**config.mk**
```make
export PLATFORM = sky130hd
export DESIGN_NAME = grid_front_cell_scan
export DESIGN_NICKNAME = d
export VERILOG_FILES = /design/src/rtl/gfcs_pkg.sv /design/src/rtl/gfcs_divider.sv /design/src/rtl/gfcs_out_reg.sv /design/src/rtl/grid_front_cell_scan.sv
export VERILOG_INCLUDE_DIRS = /design/src /design/src/rtl
export SDC_FILE = /design/constraint.sdc
export NUM_CORES = 1
export LEC_CHECK = 0
export BUFFER_PORTS_ARGS = -buffer_cell sky130_fd_sc_hd__buf_2
export CAP_MARGIN = 20
export CORE_UTILIZATION = 50
export CTS_CLUSTER_DIAMETER = 60
export DETAILED_ROUTE_END_ITERATION = 10
export GPL_TIMING_DRIVEN = 0
export MAX_ROUTING_LAYER = met4
export PLACE_DENSITY_LB_ADDON = 0.2
export SLEW_MARGIN = 15
export SYNTH_ARGS = -nofsm -noshare
export SYNTH_HDL_FRONTEND = slang
export SYNTH_SLANG_ARGS = --single-unit
```
**constraint.sdc**
```tcl
create_clock -name clk_i -period 12.45 [get_ports clk_i]
set_input_delay 2.49 -clock clk_i [delete_from_list [all_inputs] [get_ports clk_i]]
set_output_delay 2.49 -clock clk_i [all_outputs]
set_load 0.01 [all_outputs]
```
**src/rtl/assert_macros.svh**
```systemverilog
// Assertion macros used by the RTL top file.
`ifndef ASSERT_MACROS_SVH
`define ASSERT_MACROS_SVH

`ifndef SYNTHESIS

// Same-cycle implication, checked out of reset.
`define ASSERT_IMPLIES(label, clk, rst_n, ante, cons) \
  label: assert property (@(posedge clk) disable iff (!(rst_n)) (ante) |-> (cons)) \
    else $error("assertion failed: same-cycle implication");

// Next-cycle implication, checked out of reset.
`define ASSERT_NEXT(label, clk, rst_n, ante, cons) \
  label: assert property (@(posedge clk) disable iff (!(rst_n)) (ante) |=> (cons)) \
    else $error("assertion failed: next-cycle implication");

`else

`define ASSERT_IMPLIES(label, clk, rst_n, ante, cons)
`define ASSERT_NEXT(label, clk, rst_n, ante, cons)

`endif

`endif

```
**src/rtl/gfcs_pkg.sv**
```systemverilog
package gfcs_pkg;

  localparam int CELL_W      = 16;
  localparam int DIM_W       = 9;
  localparam int COL_W       = 8;
  localparam int REACH_W     = 5;
  localparam int CFG_IDX_W   = 1;
  localparam int MAX_REACH   = 16;
  localparam int MAX_COLUMNS = 256;
  localparam int MAX_ROWS    = 256;
  localparam int DIV_STEPS   = CELL_W;
  localparam int DIV_CNT_W   = $clog2(DIV_STEPS);

  // Register indexes on the configuration port
  localparam logic [CFG_IDX_W-1:0] REG_COLUMNS = 1'b0;
  localparam logic [CFG_IDX_W-1:0] REG_ROWS    = 1'b1;

  localparam logic [DIM_W-1:0] DIM_RESET = 9'd16;

  typedef enum logic [1:0] {
    DIR_LEFT  = 2'd0,
    DIR_UP    = 2'd1,
    DIR_RIGHT = 2'd2,
    DIR_DOWN  = 2'd3
  } dir_e;

  // One result request toward the output register
  typedef struct packed {
    logic [CELL_W-1:0] found_cell;
    logic              empty_scope;
    logic              last_of_run;
  } res_t;

  // Map a raw grid dimension onto 1..max
  function automatic logic [DIM_W-1:0] eff_dim(input logic [DIM_W-1:0] v,
                                              input logic [DIM_W-1:0] maxv);
    logic [DIM_W-1:0] r;
    if (v == '0) begin
      r = DIM_W'(1);
    end else if (v > maxv) begin
      r = maxv;
    end else begin
      r = v;
    end
    return r;
  endfunction

endpackage

```
**src/rtl/gfcs_divider.sv**
```systemverilog
module gfcs_divider (
  input  logic                        clk_i,
  input  logic                        rst_ni,
  input  logic                        start_i,
  input  logic [gfcs_pkg::CELL_W-1:0] dividend_i,
  input  logic [gfcs_pkg::DIM_W-1:0]  divisor_i,
  output logic                        done_o,
  output logic [gfcs_pkg::CELL_W-1:0] quotient_o,
  output logic [gfcs_pkg::COL_W-1:0]  remainder_o
);
  import gfcs_pkg::*;

  logic                 busy_q, busy_d;
  logic                 done_q, done_d;
  logic [DIV_CNT_W-1:0] cnt_q, cnt_d;
  logic [CELL_W-1:0]    quo_q, quo_d;
  logic [DIM_W-1:0]     div_q, div_d;
  logic [DIM_W-1:0]     rem_q, rem_d;

  logic [DIM_W:0]       trial;
  logic [DIM_W+1:0]     diff;
  logic                 fits;

  // One restoring step per cycle: shift in a dividend bit, try the subtract
  always_comb begin
    trial = {rem_q, quo_q[CELL_W-1]};
    diff  = {1'b0, trial} - {2'b00, div_q};
    fits  = ~diff[DIM_W+1];
  end

  always_comb begin
    busy_d = busy_q;
    done_d = 1'b0;
    cnt_d  = cnt_q;
    quo_d  = quo_q;
    div_d  = div_q;
    rem_d  = rem_q;
    if (start_i) begin
      busy_d = 1'b1;
      cnt_d  = '0;
      quo_d  = dividend_i;
      div_d  = divisor_i;
      rem_d  = '0;
    end else if (busy_q) begin
      quo_d = {quo_q[CELL_W-2:0], fits};
      rem_d = fits ? diff[DIM_W-1:0] : trial[DIM_W-1:0];
      cnt_d = cnt_q + DIV_CNT_W'(1);
      if (cnt_q == DIV_CNT_W'(DIV_STEPS - 1)) begin
        busy_d = 1'b0;
        done_d = 1'b1;
      end
    end
  end

  always_ff @(posedge clk_i or negedge rst_ni) begin
    if (!rst_ni) begin
      busy_q <= 1'b0;
      done_q <= 1'b0;
      cnt_q  <= '0;
    end else begin
      busy_q <= busy_d;
      done_q <= done_d;
      cnt_q  <= cnt_d;
    end
  end

  always_ff @(posedge clk_i) begin
    quo_q <= quo_d;
    div_q <= div_d;
    rem_q <= rem_d;
  end

  // Remainder stays below the divisor, so its top bit is always clear
  assign done_o      = done_q;
  assign quotient_o  = quo_q;
  assign remainder_o = rem_q[COL_W-1:0];

endmodule

```
**src/rtl/gfcs_out_reg.sv**
```systemverilog
module gfcs_out_reg (
  input  logic                        clk_i,
  input  logic                        rst_ni,
  input  logic                        push_valid_i,
  input  gfcs_pkg::res_t              push_data_i,
  output logic                        push_ready_o,
  output logic                        m_axis_tvalid,
  input  logic                        m_axis_tready,
  output logic [gfcs_pkg::CELL_W-1:0] m_axis_tdata,
  output logic                        m_axis_tuser,
  output logic                        m_axis_tlast
);
  import gfcs_pkg::*;

  logic valid_q, valid_d;
  res_t data_q, data_d;

  // Take a new request whenever the held one leaves or none is held
  assign push_ready_o = ~valid_q | m_axis_tready;

  always_comb begin
    valid_d = valid_q;
    data_d  = data_q;
    if (push_ready_o) begin
      valid_d = push_valid_i;
      data_d  = push_data_i;
    end
  end

  always_ff @(posedge clk_i or negedge rst_ni) begin
    if (!rst_ni) begin
      valid_q <= 1'b0;
    end else begin
      valid_q <= valid_d;
    end
  end

  always_ff @(posedge clk_i) begin
    data_q <= data_d;
  end

  assign m_axis_tvalid = valid_q;
  assign m_axis_tdata  = data_q.found_cell;
  assign m_axis_tuser  = data_q.empty_scope;
  assign m_axis_tlast  = data_q.last_of_run;

endmodule

```
**src/rtl/grid_front_cell_scan.sv**
```systemverilog
// Channel   | Direction | Payload
// s_axis    | in        | tdata[15:0] cell_index, [17:16] heading, [22:18] reach
// m_axis    | out       | tdata found_cell, tuser empty_scope, tlast last_of_run
// cfg       | in        | cfg_idx_i 0 grid_columns, 1 grid_rows; cfg_data_i value
//
// A request passes a serial divide by the column count, then for each origin a step
// to place it and a step to clamp its run, a run start step for each origin with a
// run, an emit step for each cell found, the final result and a return to idle.
// s_axis_tready is high only while idle.
// A stalled m_axis holds the sequencer until the final result is in the output register.
// rst_ni clears control state and sets both grid dimensions to 16.
module grid_front_cell_scan (
  input  logic                             clk_i,
  input  logic                             rst_ni,
  input  logic                             s_axis_tvalid,
  output logic                             s_axis_tready,
  input  logic [23:0]                      s_axis_tdata, // cell_index, heading, reach
  output logic                             m_axis_tvalid,
  input  logic                             m_axis_tready,
  output logic [gfcs_pkg::CELL_W-1:0]      m_axis_tdata, // found_cell
  output logic                             m_axis_tuser, // empty_scope
  output logic                             m_axis_tlast,
  input  logic                             cfg_we_i,
  input  logic [gfcs_pkg::CFG_IDX_W-1:0]   cfg_idx_i,
  input  logic [gfcs_pkg::DIM_W-1:0]       cfg_data_i
);
  import gfcs_pkg::*;
`include "assert_macros.svh"

  typedef enum logic [2:0] {
    ST_IDLE,
    ST_DIV,
    ST_ORG,
    ST_LIM,
    ST_START,
    ST_EMIT,
    ST_FIN
  } state_e;

  localparam logic [DIM_W-1:0] MAX_C = DIM_W'(MAX_COLUMNS);
  localparam logic [DIM_W-1:0] MAX_R = DIM_W'(MAX_ROWS);

  // Configuration registers
  logic [DIM_W-1:0] cfg_cols_q, cfg_rows_q;

  always_ff @(posedge clk_i or negedge rst_ni) begin
    if (!rst_ni) begin
      cfg_cols_q <= DIM_RESET;
      cfg_rows_q <= DIM_RESET;
    end else if (cfg_we_i) begin
      unique case (cfg_idx_i)
        REG_COLUMNS: cfg_cols_q <= cfg_data_i;
        REG_ROWS:    cfg_rows_q <= cfg_data_i;
        default:     ;
      endcase
    end
  end

  // Input unpacking
  logic [CELL_W-1:0]  in_cell;
  logic [1:0]         in_head;
  logic [REACH_W-1:0] in_reach;
  logic [DIM_W-1:0]   in_cols;
  logic               in_accept;

  assign in_cell   = s_axis_tdata[CELL_W-1:0];
  assign in_head   = s_axis_tdata[CELL_W+1:CELL_W];
  assign in_reach  = s_axis_tdata[CELL_W+2+REACH_W-1:CELL_W+2];
  assign in_cols   = eff_dim(cfg_cols_q, MAX_C);
  assign in_accept = s_axis_tvalid & s_axis_tready;

  // Divider gives row and column of the request cell
  logic              div_done;
  logic [CELL_W-1:0] div_quo;
  logic [COL_W-1:0]  div_rem;

  gfcs_divider u_div (
    .clk_i       (clk_i),
    .rst_ni      (rst_ni),
    .start_i     (in_accept),
    .dividend_i  (in_cell),
    .divisor_i   (in_cols),
    .done_o      (div_done),
    .quotient_o  (div_quo),
    .remainder_o (div_rem)
  );

  // Sequencer state
  state_e             state_q, state_d;
  logic [CELL_W-1:0]  cur_q, cur_d;
  dir_e               head_q, head_d;
  logic [REACH_W-1:0] step_q, step_d;
  logic [DIM_W-1:0]   c_q, c_d, r_q, r_d;
  logic [CELL_W-1:0]  row_q, row_d;
  logic [COL_W-1:0]   col_q, col_d;
  logic [1:0]         org_q, org_d;
  logic [CELL_W-1:0]  ocell_q, ocell_d;
  logic [COL_W-1:0]   orow_q, orow_d, ocol_q, ocol_d;
  logic               ook_q, ook_d;
  logic [REACH_W-1:0] n_q, n_d;
  logic [CELL_W-1:0]  pos_q, pos_d;
  logic [REACH_W-1:0] cnt_q, cnt_d;
  logic               hold_v_q, hold_v_d;
  logic [CELL_W-1:0]  hold_cell_q, hold_cell_d;

  logic               push_valid, push_ready;
  res_t               push_data;

  // Origin derivation
  dir_e               side;
  logic               row_in;
  logic [CELL_W-1:0]  row_up;
  logic [CELL_W:0]    row_dn;
  logic [DIM_W-1:0]   col_nx;
  logic               org_ok;
  logic [CELL_W-1:0]  org_cell, org_row;
  logic [COL_W-1:0]   org_col;

  always_comb begin
    side   = (org_q == 2'd0) ? dir_e'(2'(head_q + 2'd3)) : dir_e'(2'(head_q + 2'd1));
    row_in = row_q < {{(CELL_W-DIM_W){1'b0}}, r_q};
    row_up = row_q - CELL_W'(1);
    row_dn = {1'b0, row_q} + (CELL_W+1)'(1);
    col_nx = {1'b0, col_q} + DIM_W'(1);
    org_ok   = row_in;
    org_cell = cur_q;
    org_row  = row_q;
    org_col  = col_q;
    if (org_q != 2'd2) begin
      unique case (side)
        DIR_LEFT: begin
          org_ok   = row_in && (col_q != '0);
          org_cell = cur_q - CELL_W'(1);
          org_col  = col_q - COL_W'(1);
        end
        DIR_UP: begin
          org_ok   = (row_q != '0) && (row_up < {{(CELL_W-DIM_W){1'b0}}, r_q});
          org_cell = cur_q - {{(CELL_W-DIM_W){1'b0}}, c_q};
          org_row  = row_up;
        end
        DIR_RIGHT: begin
          org_ok   = row_in && (col_nx != c_q);
          org_cell = cur_q + CELL_W'(1);
          org_col  = col_nx[COL_W-1:0];
        end
        DIR_DOWN: begin
          org_ok   = row_dn < {{(CELL_W+1-DIM_W){1'b0}}, r_q};
          org_cell = cur_q + {{(CELL_W-DIM_W){1'b0}}, c_q};
          org_row  = row_dn[CELL_W-1:0];
        end
        default: ;
      endcase
    end
  end

  // Run length, clamped at the grid edge
  logic [DIM_W-1:0]   lim;
  logic [REACH_W-1:0] run_n;

  always_comb begin
    unique case (head_q)
      DIR_LEFT:  lim = {1'b0, ocol_q};
      DIR_UP:    lim = {1'b0, orow_q};
      DIR_RIGHT: lim = c_q - DIM_W'(1) - {1'b0, ocol_q};
      DIR_DOWN:  lim = r_q - DIM_W'(1) - {1'b0, orow_q};
      default:   lim = '0;
    endcase
    run_n = ({{(DIM_W-REACH_W){1'b0}}, step_q} > lim) ? lim[REACH_W-1:0] : step_q;
  end

  // Run start and stride
  logic [DIM_W-1:0]         stride;
  logic [REACH_W+DIM_W-1:0] span;
  logic [CELL_W-1:0]        run_start;

  always_comb begin
    stride = head_q[0] ? c_q : DIM_W'(1);
    span   = {{DIM_W{1'b0}}, n_q} * {{REACH_W{1'b0}}, stride};
    if (head_q == DIR_RIGHT || head_q == DIR_DOWN) begin
      run_start = ocell_q + {{(CELL_W-DIM_W){1'b0}}, stride};
    end else begin
      run_start = ocell_q - {{(CELL_W-REACH_W-DIM_W){1'b0}}, span};
    end
  end

  // Sequencer next state
  always_comb begin
    state_d     = state_q;
    cur_d       = cur_q;
    head_d      = head_q;
    step_d      = step_q;
    c_d         = c_q;
    r_d         = r_q;
    row_d       = row_q;
    col_d       = col_q;
    org_d       = org_q;
    ocell_d     = ocell_q;
    orow_d      = orow_q;
    ocol_d      = ocol_q;
    ook_d       = ook_q;
    n_d         = n_q;
    pos_d       = pos_q;
    cnt_d       = cnt_q;
    hold_v_d    = hold_v_q;
    hold_cell_d = hold_cell_q;
    push_valid  = 1'b0;
    push_data   = '{found_cell: hold_cell_q, empty_scope: 1'b0, last_of_run: 1'b0};

    unique case (state_q)
      ST_IDLE: begin
        if (in_accept) begin
          cur_d    = in_cell;
          head_d   = dir_e'(in_head);
          step_d   = (in_reach > REACH_W'(MAX_REACH)) ? REACH_W'(MAX_REACH) : in_reach;
          c_d      = in_cols;
          r_d      = eff_dim(cfg_rows_q, MAX_R);
          org_d    = '0;
          hold_v_d = 1'b0;
          state_d  = ST_DIV;
        end
      end
      ST_DIV: begin
        if (div_done) begin
          row_d   = div_quo;
          col_d   = div_rem;
          state_d = ST_ORG;
        end
      end
      ST_ORG: begin
        ook_d   = org_ok;
        ocell_d = org_cell;
        orow_d  = org_row[COL_W-1:0];
        ocol_d  = org_col;
        state_d = ST_LIM;
      end
      ST_LIM: begin
        n_d = run_n;
        if (!ook_q || run_n == '0) begin
          org_d   = org_q + 2'd1;
          state_d = (org_q == 2'd2) ? ST_FIN : ST_ORG;
        end else begin
          state_d = ST_START;
        end
      end
      ST_START: begin
        pos_d   = run_start;
        cnt_d   = n_q;
        state_d = ST_EMIT;
      end
      ST_EMIT: begin
        // Hold one result back so the final one can carry the last flag
        push_valid = hold_v_q;
        if (!hold_v_q || push_ready) begin
          hold_v_d    = 1'b1;
          hold_cell_d = pos_q;
          pos_d       = pos_q + {{(CELL_W-DIM_W){1'b0}}, stride};
          cnt_d       = cnt_q - REACH_W'(1);
          if (cnt_q == REACH_W'(1)) begin
            org_d   = org_q + 2'd1;
            state_d = (org_q == 2'd2) ? ST_FIN : ST_ORG;
          end
        end
      end
      ST_FIN: begin
        push_valid = 1'b1;
        if (hold_v_q) begin
          push_data = '{found_cell: hold_cell_q, empty_scope: 1'b0, last_of_run: 1'b1};
        end else begin
          push_data = '{found_cell: '0, empty_scope: 1'b1, last_of_run: 1'b1};
        end
        if (push_ready) begin
          hold_v_d = 1'b0;
          state_d  = ST_IDLE;
        end
      end
      default: state_d = ST_IDLE;
    endcase
  end

  always_ff @(posedge clk_i or negedge rst_ni) begin
    if (!rst_ni) begin
      state_q  <= ST_IDLE;
      hold_v_q <= 1'b0;
      org_q    <= '0;
      cnt_q    <= '0;
    end else begin
      state_q  <= state_d;
      hold_v_q <= hold_v_d;
      org_q    <= org_d;
      cnt_q    <= cnt_d;
    end
  end

  always_ff @(posedge clk_i) begin
    cur_q       <= cur_d;
    head_q      <= head_d;
    step_q      <= step_d;
    c_q         <= c_d;
    r_q         <= r_d;
    row_q       <= row_d;
    col_q       <= col_d;
    ocell_q     <= ocell_d;
    orow_q      <= orow_d;
    ocol_q      <= ocol_d;
    ook_q       <= ook_d;
    n_q         <= n_d;
    pos_q       <= pos_d;
    hold_cell_q <= hold_cell_d;
  end

  assign s_axis_tready = (state_q == ST_IDLE);

  gfcs_out_reg u_out (
    .clk_i         (clk_i),
    .rst_ni        (rst_ni),
    .push_valid_i  (push_valid),
    .push_data_i   (push_data),
    .push_ready_o  (push_ready),
    .m_axis_tvalid (m_axis_tvalid),
    .m_axis_tready (m_axis_tready),
    .m_axis_tdata  (m_axis_tdata),
    .m_axis_tuser  (m_axis_tuser),
    .m_axis_tlast  (m_axis_tlast)
  );

  // Checks
  `ASSERT_IMPLIES(a_idle_nothing_held, clk_i, rst_ni, s_axis_tready, !hold_v_q)
  `ASSERT_IMPLIES(a_empty_is_last, clk_i, rst_ni, m_axis_tvalid && m_axis_tuser, m_axis_tlast)
  `ASSERT_IMPLIES(a_empty_zero_cell, clk_i, rst_ni, m_axis_tvalid && m_axis_tuser, m_axis_tdata == '0)
  `ASSERT_IMPLIES(a_div_done_in_div, clk_i, rst_ni, div_done, state_q == ST_DIV)
  `ASSERT_NEXT(a_accept_starts_div, clk_i, rst_ni, in_accept, state_q == ST_DIV)

endmodule

```
==> out/qor.txt <==
Status: completed
Post-route DRC: 0
Post-synth cell types: 86
Max Root-Sink Buffers: 3
Total Wirelength: 37.47 mm
Routability cong.: 0.9125
Critical path class: flip-flop to flip-flop
Delay-heaviest family, CP: compound AO/OA/AOI/OAI gates
Top cell type's share of synthesized area: 33.10%
Max Freq: 161.6 MHz
Leading area contributor after synthesis: edfxtp_1
LEAKAGE: 6.891 nW
FF-to-FF setup slack: 6260 ps
Most common cell in the netlist: nand2_1
Synth top area cells: edfxtp_1, ha_1, dfrtp_1
PD cells: 290.3 mW/mm2
First-pass GRT wire length: 60.05 mm
CTS buffer count: 27
Worst-path clk slew: 60 ps
Die X: 177.1 um
Post-Route Skew: 16.01 ps
Synth Flop Type: edfxtp_1
Share of cells above drive strength 1: 9.656%
Post-synth EDFFs: 169
Area growth syn-to-layout: 11.61%
Row cnt: 63
Initial Utilization: 51.31%
Die Area: 0.03136 mm2
CP dominant cell by count: o21ai_0
Peak VDD IR: 0.1687 mV
Final worst slack: 6262 ps
Arrival time worst endpoint: 6550 ps
I/O Pins: 59
PostCTS Resize Cnt: 0
Routed vias/inst: 5.777
Die H: 177.1 um
Cts hold-fix bufs: 0
HP Class: flip-flop to flip-flop
WP buf/inv: 6
Htree depth: 1
CTS tree: yes
CP required: 12810 ps
CP max FO: 10
CP Cell Sequence: buf_6, clkbuf_1, buf_1, xor2_1, inv_1, ha_1, clkbuf_1, buf_1, a21oi_1, o21ai_0, ha_1, o21ai_0, o211a_1, o311ai_0, o2111a_1, o21a_1, o21ai_0, nor4b_1, a211o_1, xor2_1
CP startpoint kind: flip-flop
Clock Tree Root: clkbuf_16
Register area share after synthesis: 40.17%
Initial antenna violation count: 1
Unrepaired setup endpoints after global routing: no
Fin Setup TNS: 0 ps
Synth cell count leaders: nand2_1, edfxtp_1, ha_1
Largest net degree at the start of global routing: 37
Setup Buffers After CTS: 0
Critical Path Max Stage Delay: 690 ps
Vias: 12010
Hold Fails Final Rpt: 0
Gr ovfl total: 0
Tmin final: 6188 ps
Ys async rst share: 16.82%
Clock Latency Late Sink: 540 ps
Synth Instances: 1576
Synth Warn #: 0
Core Region: 0.02987 mm2
Gr usage total: 24.96%
Port bufs: 57
Setup WS pre-CTS: 6319 ps
Fillers: 2655
# setup viols final: 0
Synthesized area: 0.01533 mm2
Max-cap viol count: 0
Final worst-path cycle share: 49.70%
DPL Wire Length: 29.21 mm
Clock Sinks: 214
Syn avg cell area: 9.727 um2
CP endpoint kind: flip-flop
Routed WL per cell: 18.02 um
Syn_nets: 1782
Vias in the first global route: 11770
Normalized max-slew margin: 34.04%
Worst Max-Slew Pin Slew: 989.4 ps
Drt pass-1 iters: 5
Register bit total from synthesis: 214
ANT nets after route: 0
Initial drt markers: 637
Max-slew violation count: 0
CP max stage cell: o311ai_0
Final net count: 1875
==> registers in the layout, indices dropped and copies added (netlist names), 2 cells and up <==
signal	cells
u_div.div_q	8
u_div.cnt_q	4
step_q	5
cnt_q	5
row_q	16
u_out.m_axis_tdata	16
u_div.rem_q	9
cur_q	16
n_q	5
pos_q	16
u_div.quotient_o	16
org_q	2
hold_cell_q	16
r_q	9
cfg_rows_q	9
ocell_q	16
head_q	2
state_q	3
cfg_cols_q	9
ocol_q	8
col_q	8
orow_q	8
==> power breakdown <==
part / total (mW) / internal (mW) / switching, mW
combinational: 2.87 / 1.24 / 1.63
sequential: 1.30 / 1.12 / 0.185
clock: 0.794 / 0.484 / 0.310
total: 4.97 / 2.84 / 2.12
==> metrics by stage <==
| step | instances | utilization (%) | instance area, um2 | hold WS [ps] | power (mW) |
|---|---|---|---|---|---|
| global placement | 2023 | 53.90 | 16100 | 444.5 | 4.066 |
| finish | 2079 | 57.27 | 17110 | 461.8 | 4.967 |
| detailed placement | 2030 | 54.20 | 16190 | 449.2 | 4.156 |
| floorplan | 1576 | - | 15330 | 426.2 | 3.498 |
| CTS | 2078 | 57.26 | 17110 | 462.7 | 4.971 |
| global route | 2079 | 57.27 | 17110 | 482.1 | 5.412 |
==> logic make-up after synthesis <==
| group | count (synthesis) | synth area share, % |
|---|---|---|
| and+or+nand+nor | 503 | 15.56 |
| adders and majority gates | 168 | 15.52 |
| xor gates and xnor gates | 83 | 4.742 |
| muxes | 42 | 3.314 |
| DFF | 214 | 40.17 |
| AOI/OAI and AO/OA | 372 | 15.79 |
| buffers and inverters | 194 | 4.905 |
==> cell usage in the layout (no fill, tap or decap), drive strengths merged, types with 11 or more instances in the layout <==
cell type and n:
nand2b 14, and2 13, buf 78, clkinv 11, or3 16, inv 133
o21ai 107, dfrtp 34, nand2 187, nand3 30, fa 37, and3 16
mux2i 11, a211oi 23, a31oi 20, xnor2 48, xor2 35, nor2 114
a21o 18, a21oi 81, nor3 29, mux2 27, o21a 13, o31ai 12
ha 130, nor4 11, edfxtp 169, nor2b 43, clkbuf 78
==> worst paths after layout <==
check	startpoint	to	cells after the start
max reg2reg	head_q[1]	ocell_q[15]	20
max in group asynchronous	rst_ni	u_div.cnt_q[2]	1
min reg2reg	pos_q[0]	hold_cell_q[0]	0
min in group asynchronous	rst_ni	state_q[0]	1
max	head_q[1]	ocell_q[15]	20
min	pos_q[0]	hold_cell_q[0]	0
==> routing by layer <==
metal	vias to the layer above	share of wire [%]	GRT usage [%]
met2	334	47	41.00
met5	-	0	-
met4	0	3.9	9.375
met3	84	5.0	3.372
li1	5857	-	-
met1	5735	45	31.26
==> worst register-to-register path, cell delays in order (launching register included) <==
cell and delay [ps]:
edfxtp_1 390, buf_6 160, clkbuf_1 510, buf_1 480, xor2_1 490, inv_1 140, ha_1 260, clkbuf_1 260
buf_1 340, a21oi_1 210, o21ai_0 100, ha_1 370, o21ai_0 150, o211a_1 270, o311ai_0 690, o2111a_1 300
o21a_1 130, o21ai_0 130, nor4b_1 270, a211o_1 150, xor2_1 210
==> final cells by class <==
| type | count | area (um2) | share of cell area, % |
|---|---|---|---|
| Timing Repair Buffer | 64 | 365.4 | 2.135 |
| Antenna cell | 1 | 2.502 | 0.01463 |
| Multi-Input combinational cell | 1168 | 8428 | 49.26 |
| Clock inverter | 20 | 235.2 | 1.375 |
| Buffer | 64 | 265.3 | 1.550 |
| Inverter | 130 | 488.0 | 2.852 |
| Clock buffer | 28 | 679.4 | 3.971 |
| Sequential cell | 214 | 6158 | 35.99 |
| Tap cell | 390 | 488.0 | 2.852 |
Power figures use the tool's default switching activity.
